<file path="config.mk">
export PLATFORM = sky130hd
export DESIGN_NAME = window_z_order_stack_unit
export DESIGN_NICKNAME = d
export VERILOG_FILES = /design/src/design/wzs_pkg.sv /design/src/design/wzs_ram.sv /design/src/design/wzs_ctrl.sv /design/src/design/wzs_datapath.sv /design/src/design/window_z_order_stack_unit.sv
export SDC_FILE = /design/constraint.sdc
export NUM_CORES = 1
export LEC_CHECK = 0
export BUFFER_PORTS_ARGS = -buffer_cell sky130_fd_sc_hd__buf_2
export CORE_MARGIN = 10
export CORE_UTILIZATION = 55
export DETAILED_ROUTE_END_ITERATION = 7
export PLACE_DENSITY = 0.73
export SLEW_MARGIN = 20
export SYNTH_ARGS = -nofsm -noshare
export SYNTH_HDL_FRONTEND = slang
export SYNTH_HIERARCHICAL = 1
export SYNTH_SLANG_ARGS = --single-unit
</file>
<file path="constraint.sdc">
create_clock -name clk -period 12.8 [get_ports clk]
set_input_delay 1.28 -clock clk [delete_from_list [all_inputs] [get_ports clk]]
set_output_delay 1.28 -clock clk [all_outputs]
set_load 0.1 [all_outputs]
</file>
<file path="src/design/wzs_pkg.sv">
`default_nettype none

package wzs_pkg;

  // Default sizing of the stack.
  localparam int DEPTH_DEF   = 16;
  localparam int ID_BITS_DEF = 8;

  // Value of the window limit register after reset.
  localparam logic [4:0] MAXW_RESET = 5'd16;

  // Action codes.
  localparam logic [2:0] ACT_ADD    = 3'd0;
  localparam logic [2:0] ACT_REMOVE = 3'd1;
  localparam logic [2:0] ACT_FOCUS  = 3'd2;
  localparam logic [2:0] ACT_CYCLE  = 3'd3;
  localparam logic [2:0] ACT_FIND   = 3'd4;

  // Status codes.
  localparam logic [1:0] ST_OK      = 2'd0;
  localparam logic [1:0] ST_FULL    = 2'd1;
  localparam logic [1:0] ST_PRESENT = 2'd2;
  localparam logic [1:0] ST_MISS    = 2'd3;

  typedef struct packed {
    logic [2:0] action;
    logic [7:0] window_id;
  } wzs_request_t;

  typedef struct packed {
    logic [1:0] status;
    logic [3:0] position;
    logic [7:0] affected_id;
    logic [7:0] top_id;
    logic [7:0] bottom_id;
    logic [4:0] count;
  } wzs_result_t;

  typedef enum logic [3:0] {
    S_IDLE,
    S_DECODE,
    S_SEARCH,
    S_CYC_GET,
    S_MOVE,
    S_FINAL,
    S_TOP_RD,
    S_BOT_RD,
    S_REPORT
  } state_t;

  // Source of the affected id in the result.
  typedef enum logic [1:0] {
    AFF_ID,
    AFF_ZERO,
    AFF_RDATA
  } aff_sel_t;

  // Commands from the controller to the datapath.
  typedef struct packed {
    logic       load;
    logic       search_init;
    logic       search_step;
    logic       set_res;
    logic [1:0] res_status;
    logic       res_use_hit;
    aff_sel_t   aff_sel;
    logic       cyc_rd;
    logic       cyc_get;
    logic       move_init;
    logic       move_step;
    logic       final_wr;
    logic       top_rd;
    logic       bot_rd;
    logic       report;
  } wzs_cmd_t;

  // Status from the datapath to the controller.
  typedef struct packed {
    logic [2:0] act;
    logic       full;
    logic       ge2;
    logic       hit;
    logic       miss;
    logic       move_done;
  } wzs_stat_t;

endpackage

`default_nettype wire

</file>
<file path="src/design/wzs_ram.sv">
`default_nettype none

module wzs_ram #(
  parameter int WIDTH = 8,
  parameter int DEPTH = 16
) (
  input  wire logic                     clk,
  input  wire logic                     we,
  input  wire logic [$clog2(DEPTH)-1:0] waddr,
  input  wire logic [WIDTH-1:0]         wdata,
  input  wire logic [$clog2(DEPTH)-1:0] raddr,
  output logic      [WIDTH-1:0]         rdata
);

  logic [WIDTH-1:0] mem [DEPTH];

  // One write port and one registered read port.
  always_ff @(posedge clk) begin
    if (we) begin
      mem[waddr] <= wdata;
    end
    rdata <= mem[raddr];
  end

endmodule

`default_nettype wire

</file>
<file path="src/design/wzs_ctrl.sv">
`default_nettype none

module wzs_ctrl import wzs_pkg::*; (
  input  wire logic      clk,
  input  wire logic      rst,
  input  wire logic      start,
  input  wire wzs_stat_t stat,
  output logic           busy,
  output wzs_cmd_t       cmd
);

  state_t state;
  state_t state_next;

  // State register.
  always_ff @(posedge clk) begin
    if (rst) begin
      state <= S_IDLE;
    end else begin
      state <= state_next;
    end
  end

  assign busy = (state != S_IDLE);

  // Next state and commands.
  always_comb begin
    cmd        = '0;
    cmd.aff_sel = AFF_ID;
    state_next = state;
    unique case (state)
      S_IDLE: begin
        if (start) begin
          cmd.load   = 1'b1;
          state_next = S_DECODE;
        end
      end
      S_DECODE: begin
        unique case (stat.act)
          ACT_ADD: begin
            if (stat.full) begin
              cmd.set_res    = 1'b1;
              cmd.res_status = ST_FULL;
              state_next     = S_TOP_RD;
            end else begin
              cmd.search_init = 1'b1;
              state_next      = S_SEARCH;
            end
          end
          ACT_REMOVE, ACT_FOCUS, ACT_FIND: begin
            cmd.search_init = 1'b1;
            state_next      = S_SEARCH;
          end
          ACT_CYCLE: begin
            if (stat.ge2) begin
              cmd.cyc_rd = 1'b1;
              state_next = S_CYC_GET;
            end else begin
              cmd.set_res    = 1'b1;
              cmd.res_status = ST_MISS;
              cmd.aff_sel    = AFF_ZERO;
              state_next     = S_TOP_RD;
            end
          end
          default: begin
            cmd.set_res    = 1'b1;
            cmd.res_status = ST_MISS;
            state_next     = S_TOP_RD;
          end
        endcase
      end
      S_SEARCH: begin
        cmd.search_step = 1'b1;
        if (stat.hit) begin
          cmd.set_res     = 1'b1;
          cmd.res_use_hit = 1'b1;
          unique case (stat.act)
            ACT_ADD: begin
              cmd.res_status = ST_PRESENT;
              state_next     = S_TOP_RD;
            end
            ACT_REMOVE, ACT_FOCUS: begin
              cmd.res_status = ST_OK;
              cmd.move_init  = 1'b1;
              state_next     = S_MOVE;
            end
            default: begin
              cmd.res_status = ST_OK;
              state_next     = S_TOP_RD;
            end
          endcase
        end else if (stat.miss) begin
          cmd.set_res = 1'b1;
          if (stat.act == ACT_ADD) begin
            cmd.res_status = ST_OK;
            cmd.move_init  = 1'b1;
            state_next     = S_MOVE;
          end else begin
            cmd.res_status = ST_MISS;
            state_next     = S_TOP_RD;
          end
        end
      end
      S_CYC_GET: begin
        cmd.cyc_get    = 1'b1;
        cmd.set_res    = 1'b1;
        cmd.res_status = ST_OK;
        cmd.aff_sel    = AFF_RDATA;
        cmd.move_init  = 1'b1;
        state_next     = S_MOVE;
      end
      S_MOVE: begin
        cmd.move_step = 1'b1;
        if (stat.move_done) begin
          state_next = S_FINAL;
        end
      end
      S_FINAL: begin
        cmd.final_wr = 1'b1;
        state_next   = S_TOP_RD;
      end
      S_TOP_RD: begin
        cmd.top_rd = 1'b1;
        state_next = S_BOT_RD;
      end
      S_BOT_RD: begin
        cmd.bot_rd = 1'b1;
        state_next = S_REPORT;
      end
      S_REPORT: begin
        cmd.report = 1'b1;
        state_next = S_IDLE;
      end
      default: begin
        state_next = S_IDLE;
      end
    endcase
  end

endmodule

`default_nettype wire

</file>
<file path="src/design/wzs_datapath.sv">
`default_nettype none

module wzs_datapath import wzs_pkg::*; #(
  parameter int DEPTH   = DEPTH_DEF,
  parameter int ID_BITS = ID_BITS_DEF
) (
  input  wire logic         clk,
  input  wire logic         rst,
  input  wire wzs_cmd_t     cmd,
  input  wire wzs_request_t request,
  input  wire logic         cfg_we,
  input  wire logic [4:0]   cfg_data,
  output wzs_stat_t         stat,
  output logic              done,
  output wzs_result_t       result
);

  localparam int IW = $clog2(DEPTH);
  localparam int CW = $clog2(DEPTH + 1);
  localparam int LW = (CW > 5) ? CW : 5;

  function automatic logic [7:0] to8(input logic [ID_BITS-1:0] v);
    logic [ID_BITS+7:0] e;
    e = {8'b0, v};
    return e[7:0];
  endfunction

  function automatic logic [3:0] to4(input logic [IW-1:0] v);
    logic [IW+3:0] e;
    e = {4'b0, v};
    return e[3:0];
  endfunction

  // Latched request and configuration.
  logic [2:0]         act;
  logic [ID_BITS-1:0] id;
  logic [4:0]         max_windows;
  logic [CW-1:0]      count;

  // Search walk.
  logic [CW-1:0] scan;
  logic          spend;
  logic [IW-1:0] sidx;

  // Shift walk.
  logic          down;
  logic [IW-1:0] src;
  logic [CW-1:0] remaining;
  logic          mpend;
  logic [IW-1:0] mdst;

  // Result fields collected along the way.
  logic [ID_BITS-1:0] cyc_top;
  logic [ID_BITS-1:0] top_q;
  logic [1:0]         res_status;
  logic [IW-1:0]      res_pos;
  logic [7:0]         res_aff;

  // Memory port signals.
  logic               we;
  logic [IW-1:0]      waddr;
  logic [ID_BITS-1:0] wdata;
  logic [IW-1:0]      raddr;
  logic [ID_BITS-1:0] rdata;

  logic [ID_BITS+7:0] id_ext;
  logic [CW-1:0]      cm1;
  logic [4+CW:0]      cnt_ext;
  logic               search_can;

  assign id_ext     = {{ID_BITS{1'b0}}, request.window_id};
  assign cm1        = count - CW'(1);
  assign cnt_ext    = {5'b0, count};
  assign search_can = (scan < count);

  // Status toward the controller.
  always_comb begin
    stat.act       = act;
    stat.full      = (LW'(count) >= LW'(max_windows)) || (count >= CW'(DEPTH));
    stat.ge2       = (count >= CW'(2));
    stat.hit       = spend && (rdata == id);
    stat.miss      = !spend && !search_can;
    stat.move_done = (remaining == '0) && !mpend;
  end

  // Read address selection.
  always_comb begin
    raddr = '0;
    if (cmd.search_step) begin
      raddr = scan[IW-1:0];
    end else if (cmd.move_step) begin
      raddr = src;
    end else if (cmd.bot_rd) begin
      raddr = cm1[IW-1:0];
    end else if (cmd.cyc_rd || cmd.top_rd) begin
      raddr = '0;
    end
  end

  // Write port: shifted entries during the walk, then the final placement.
  always_comb begin
    we    = 1'b0;
    waddr = mdst;
    wdata = rdata;
    if (cmd.move_step && mpend) begin
      we = 1'b1;
    end else if (cmd.final_wr) begin
      unique case (act)
        ACT_ADD, ACT_FOCUS: begin
          we    = 1'b1;
          waddr = '0;
          wdata = id;
        end
        ACT_CYCLE: begin
          we    = 1'b1;
          waddr = cm1[IW-1:0];
          wdata = cyc_top;
        end
        default: begin
          we = 1'b0;
        end
      endcase
    end
  end

  wzs_ram #(
    .WIDTH (ID_BITS),
    .DEPTH (DEPTH)
  ) u_ram (
    .clk   (clk),
    .we    (we),
    .waddr (waddr),
    .wdata (wdata),
    .raddr (raddr),
    .rdata (rdata)
  );

  // Control registers.
  always_ff @(posedge clk) begin
    if (rst) begin
      max_windows <= MAXW_RESET;
      count       <= '0;
      spend       <= 1'b0;
      mpend       <= 1'b0;
      done        <= 1'b0;
    end else begin
      if (cfg_we) begin
        max_windows <= cfg_data;
      end
      if (cmd.final_wr) begin
        if (act == ACT_ADD) begin
          count <= count + CW'(1);
        end else if (act == ACT_REMOVE) begin
          count <= cm1;
        end
      end
      if (cmd.search_init) begin
        spend <= 1'b0;
      end else if (cmd.search_step) begin
        spend <= search_can;
      end
      if (cmd.move_init) begin
        mpend <= 1'b0;
      end else if (cmd.move_step) begin
        mpend <= (remaining != '0);
      end
      done <= cmd.report;
    end
  end

  // Payload registers.
  always_ff @(posedge clk) begin
    if (cmd.load) begin
      act <= request.action;
      id  <= id_ext[ID_BITS-1:0];
    end

    // Search walk: issue one read per cycle, compare the read data in the next cycle.
    if (cmd.search_init) begin
      scan <= '0;
    end else if (cmd.search_step && search_can) begin
      scan <= scan + CW'(1);
      sidx <= scan[IW-1:0];
    end

    // Shift walk setup depends on the operation.
    if (cmd.move_init) begin
      unique case (act)
        ACT_ADD: begin
          down      <= 1'b1;
          src       <= cm1[IW-1:0];
          remaining <= count;
        end
        ACT_FOCUS: begin
          down      <= 1'b1;
          src       <= sidx - IW'(1);
          remaining <= CW'(sidx);
        end
        ACT_REMOVE: begin
          down      <= 1'b0;
          src       <= sidx + IW'(1);
          remaining <= count - CW'(sidx) - CW'(1);
        end
        default: begin
          down      <= 1'b0;
          src       <= IW'(1);
          remaining <= cm1;
        end
      endcase
    end else if (cmd.move_step && (remaining != '0)) begin
      mdst      <= down ? (src + IW'(1)) : (src - IW'(1));
      src       <= down ? (src - IW'(1)) : (src + IW'(1));
      remaining <= remaining - CW'(1);
    end

    if (cmd.cyc_get) begin
      cyc_top <= rdata;
    end

    if (cmd.set_res) begin
      res_status <= cmd.res_status;
      res_pos    <= cmd.res_use_hit ? sidx : '0;
      case (cmd.aff_sel)
        AFF_ZERO:  res_aff <= 8'd0;
        AFF_RDATA: res_aff <= to8(rdata);
        default:   res_aff <= to8(id);
      endcase
    end

    if (cmd.bot_rd) begin
      top_q <= rdata;
    end

    // Result register: the bottom entry arrives from the read issued last cycle.
    if (cmd.report) begin
      result.status      <= res_status;
      result.position    <= to4(res_pos);
      result.affected_id <= res_aff;
      result.top_id      <= (count != '0) ? to8(top_q) : 8'd0;
      result.bottom_id   <= (count != '0) ? to8(rdata) : 8'd0;
      result.count       <= cnt_ext[4:0];
    end
  end

endmodule

`default_nettype wire

</file>
<file path="src/design/window_z_order_stack_unit.sv">
// Channel   Direction  Signals                   Transfer when
// request   in         start, busy, request      start high and busy low
// result    out        done, result              done high, one cycle, no stall
// config    in         cfg_we, cfg_data          cfg_we high
//
// A rejected operation (full add, short cycle, undefined action) goes straight
// to the report; a find or a failed lookup walks the stack, and add, remove,
// focus and cycle also shift the entries.
// Both walks are bounded by the single read port of the order memory: the lookup
// and the shift each visit one entry per cycle.
// Synchronous reset empties the stack and sets the window limit to 16.
// The result is shown for one cycle and cannot be held off by the receiver.
`default_nettype none

module window_z_order_stack_unit import wzs_pkg::*; #(
  parameter int DEPTH   = DEPTH_DEF,
  parameter int ID_BITS = ID_BITS_DEF
) (
  input  wire logic         clk,
  input  wire logic         rst,
  input  wire logic         start,
  output logic              busy,
  input  wire wzs_request_t request,
  input  wire logic         cfg_we,
  input  wire logic [4:0]   cfg_data,
  output logic              done,
  output wzs_result_t       result
);

  wzs_cmd_t  cmd;
  wzs_stat_t stat;

  wzs_ctrl u_ctrl (
    .clk   (clk),
    .rst   (rst),
    .start (start),
    .stat  (stat),
    .busy  (busy),
    .cmd   (cmd)
  );

  wzs_datapath #(
    .DEPTH   (DEPTH),
    .ID_BITS (ID_BITS)
  ) u_datapath (
    .clk      (clk),
    .rst      (rst),
    .cmd      (cmd),
    .request  (request),
    .cfg_we   (cfg_we),
    .cfg_data (cfg_data),
    .stat     (stat),
    .done     (done),
    .result   (result)
  );

endmodule

`default_nettype wire

</file>
==> qor.csv <==
stage,metric,value,unit
finish,final_cell_mix,"222 x edfxtp_1, 66 x nor2_1, 56 x buf_2, 37 x nand2_1, 30 x dfxtp_1",
worst_setup_path,criticalPathCategory,register to register,
timing,fin_crit_sh,30.51,%
worst_hold_path,hold_path_class,register to register,
timing,hold_viol,0,
finish,nets,855,
clock_network,htreeDepth,1,
run_status,status,"complete, no violations",
placed_design,dp_hpwl,15810,microns
routing,dr.pass1.iters,5,
timing,fin_skew,0.01240,ns
clock_network,postCtsHoldBufs,0,
yosys,syn-num-nets,800,
routing,via_per_inst,6.014,
die,coreArea,19590,sq um
finish,layout.cells.non_filler,1095,
routing,route.antenna.remaining_nets,0,
power_and_ir_drop,p_leak,4.394,nW
die,die_x,161.7,microns
clock_network,ctsLongestPathBuffers,3,
die,start_util,56.38,%
finish,fillers,1361,
timing,fmax,0.2561,GHz
routing,drcViolationCount,0,
routing,drt_iter0_drc,612,
global_routing,grt_pass1_wl,37340,microns
routing,num_vias,6585,
die,rows,51,
global_routing,antenna_found_initial,0,
timing,fin_crit,3.905,ns
power_and_ir_drop,ir_worst_vdd,0.09504,mV
clock_network,cts_tree,built,
global_routing,grt_pass1_vias,6586,
yosys,syn_inst,755,
routing,totalWireLength,23620,microns
timing,tightest_slew,1.047,ns
clock_network,cts.reportedPaths.clkPinSlew,0.06,ns
timing,finalMaxSlewViolations,0,
worst_setup_path,cp.arrival,4.30,ns
placed_design,io_buffers,56,
finish,area_delta_synth_final,12.39,%
clock_network,root_buffer,clkbuf_16,
yosys,yosysWarnings,6,
clock_network,cts_resized,0,
clock_network,clock-sinks,252,
timing,grt_setup_unrepaired,false,
placed_design,place_congestion,0.8904,
power_and_ir_drop,power_density,207.2,nW/um^2
timing,fin_tns_setup,0,ns
die,io_pins,57,
clock_network,clk_latency,0.53,ns
global_routing,grt_max_degree,45,
timing,slew-limit-headroom,29.95,%
placed_design,placed_cells,1047,
yosys,synth_area,11050,sq um
run,maxCapViolCount,0,
timing,finalSetupViolations,0,
clock_network,cts_buffers,26,
worst_setup_path,crit_path_end_kind,register,
finish,final_common_cell,edfxtp_1,
worst_setup_path,crit_fanout,32,
die,die_area,26150,sq um
finish,layout-drive-gt1-share,17.95,%
worst_setup_path,required,13.19,ns
routing,wl_per_cell,21.57,microns
finish,antenna_cells,0,
clock_network,postCtsSetupBuffers,0,
die,die_y,161.7,microns
worst_setup_path,start_kind,register,
global_routing,overflow,0,
global_routing,track_usage,17.83,%
yosys,postSynthAreaPerCell,14.63,sq um
## state kept, by name, indices dropped and copies added (netlist names), 8 cells and up
| signal | flops |
|---|---|
| u_datapath/u_ram/mem | 128 |
| u_datapath/u_ram/rdata | 8 |
| u_datapath/cyc_top | 8 |
| u_datapath/res_aff | 8 |
| u_datapath/top_q | 8 |
| u_datapath/id | 8 |
| u_datapath/result | 35 |
## metrics by stage
| step | utilization (%) | area (sq um) | total power, W | hold WS (ns) | worst slack (ns) |
|---|---|---|---|---|---|
| 3_5_place_dp | 58.97 | 11550 | 0.001846 | 0.4045 | 8.937 |
| 3_3_place_gp | 58.93 | 11540 | 0.001813 | 0.4004 | 9.070 |
| 6_report | 63.37 | 12410 | 0.002572 | 0.4163 | 8.895 |
| 5_1_grt | 63.37 | 12410 | 0.002692 | 0.4212 | 8.622 |
| 2_1_floorplan | - | 11050 | 0.001654 | 0.4003 | 8.002 |
| 4_1_cts | 63.22 | 12390 | 0.002573 | 0.4177 | 8.900 |
## path summary, 6_finish.rpt
kind | start | end | slack (ns) | cells past startpoint
hold reg to reg | u_datapath/res_status[1] | u_datapath/result[34] | 0.42 | 0
hold / removal | u_datapath/res_status[1] | u_datapath/result[34] | 0.42 | 0
setup / recovery | u_ctrl/state[0] | u_datapath/u_ram/rdata[1] | 8.90 | 8
setup reg to reg | u_ctrl/state[0] | u_datapath/u_ram/rdata[1] | 8.90 | 8
## where the power goes
group	internal (W)	switching [W]	leakage, nW
Clock	0.000427	0.000300	0.407
Combinational	0.000235	0.000422	1.72
Sequential	0.00110	0.0000909	2.27
## metal layers
layer	global-route usage, %	vias up	share of wire [%]
met3	3.943	42	7.9
li1	-	2984	-
met2	28.74	289	48
met5	0	-	0
met4	5.542	0	2.4
met1	23.76	3270	42
## final cells by class
| cell class | instances | area (sq um) | area share (%) |
|---|---|---|---|
| Clock buffer | 35 | 704.4 | 5.674 |
| Clock inverter | 13 | 128.9 | 1.038 |
| Inverter | 28 | 105.1 | 0.8466 |
| Multi-Input combinational cell | 438 | 3537 | 28.49 |
| Sequential cell | 252 | 7267 | 58.54 |
| Tap cell | 265 | 331.6 | 2.671 |
| Timing Repair Buffer | 64 | 340.3 | 2.741 |
## critical path, stage by stage, from the launching register on
cell	delay, ns
dfxtp_1	0.59
nand2b_1	0.18
nor2_1	0.83
a22oi_1	0.26
o21ai_4	0.20
buf_4	0.51
mux4_1	0.66
a22oi_1	0.36
nand2_1	0.12
No activity file was read; power rests on OpenSTA's default activity.
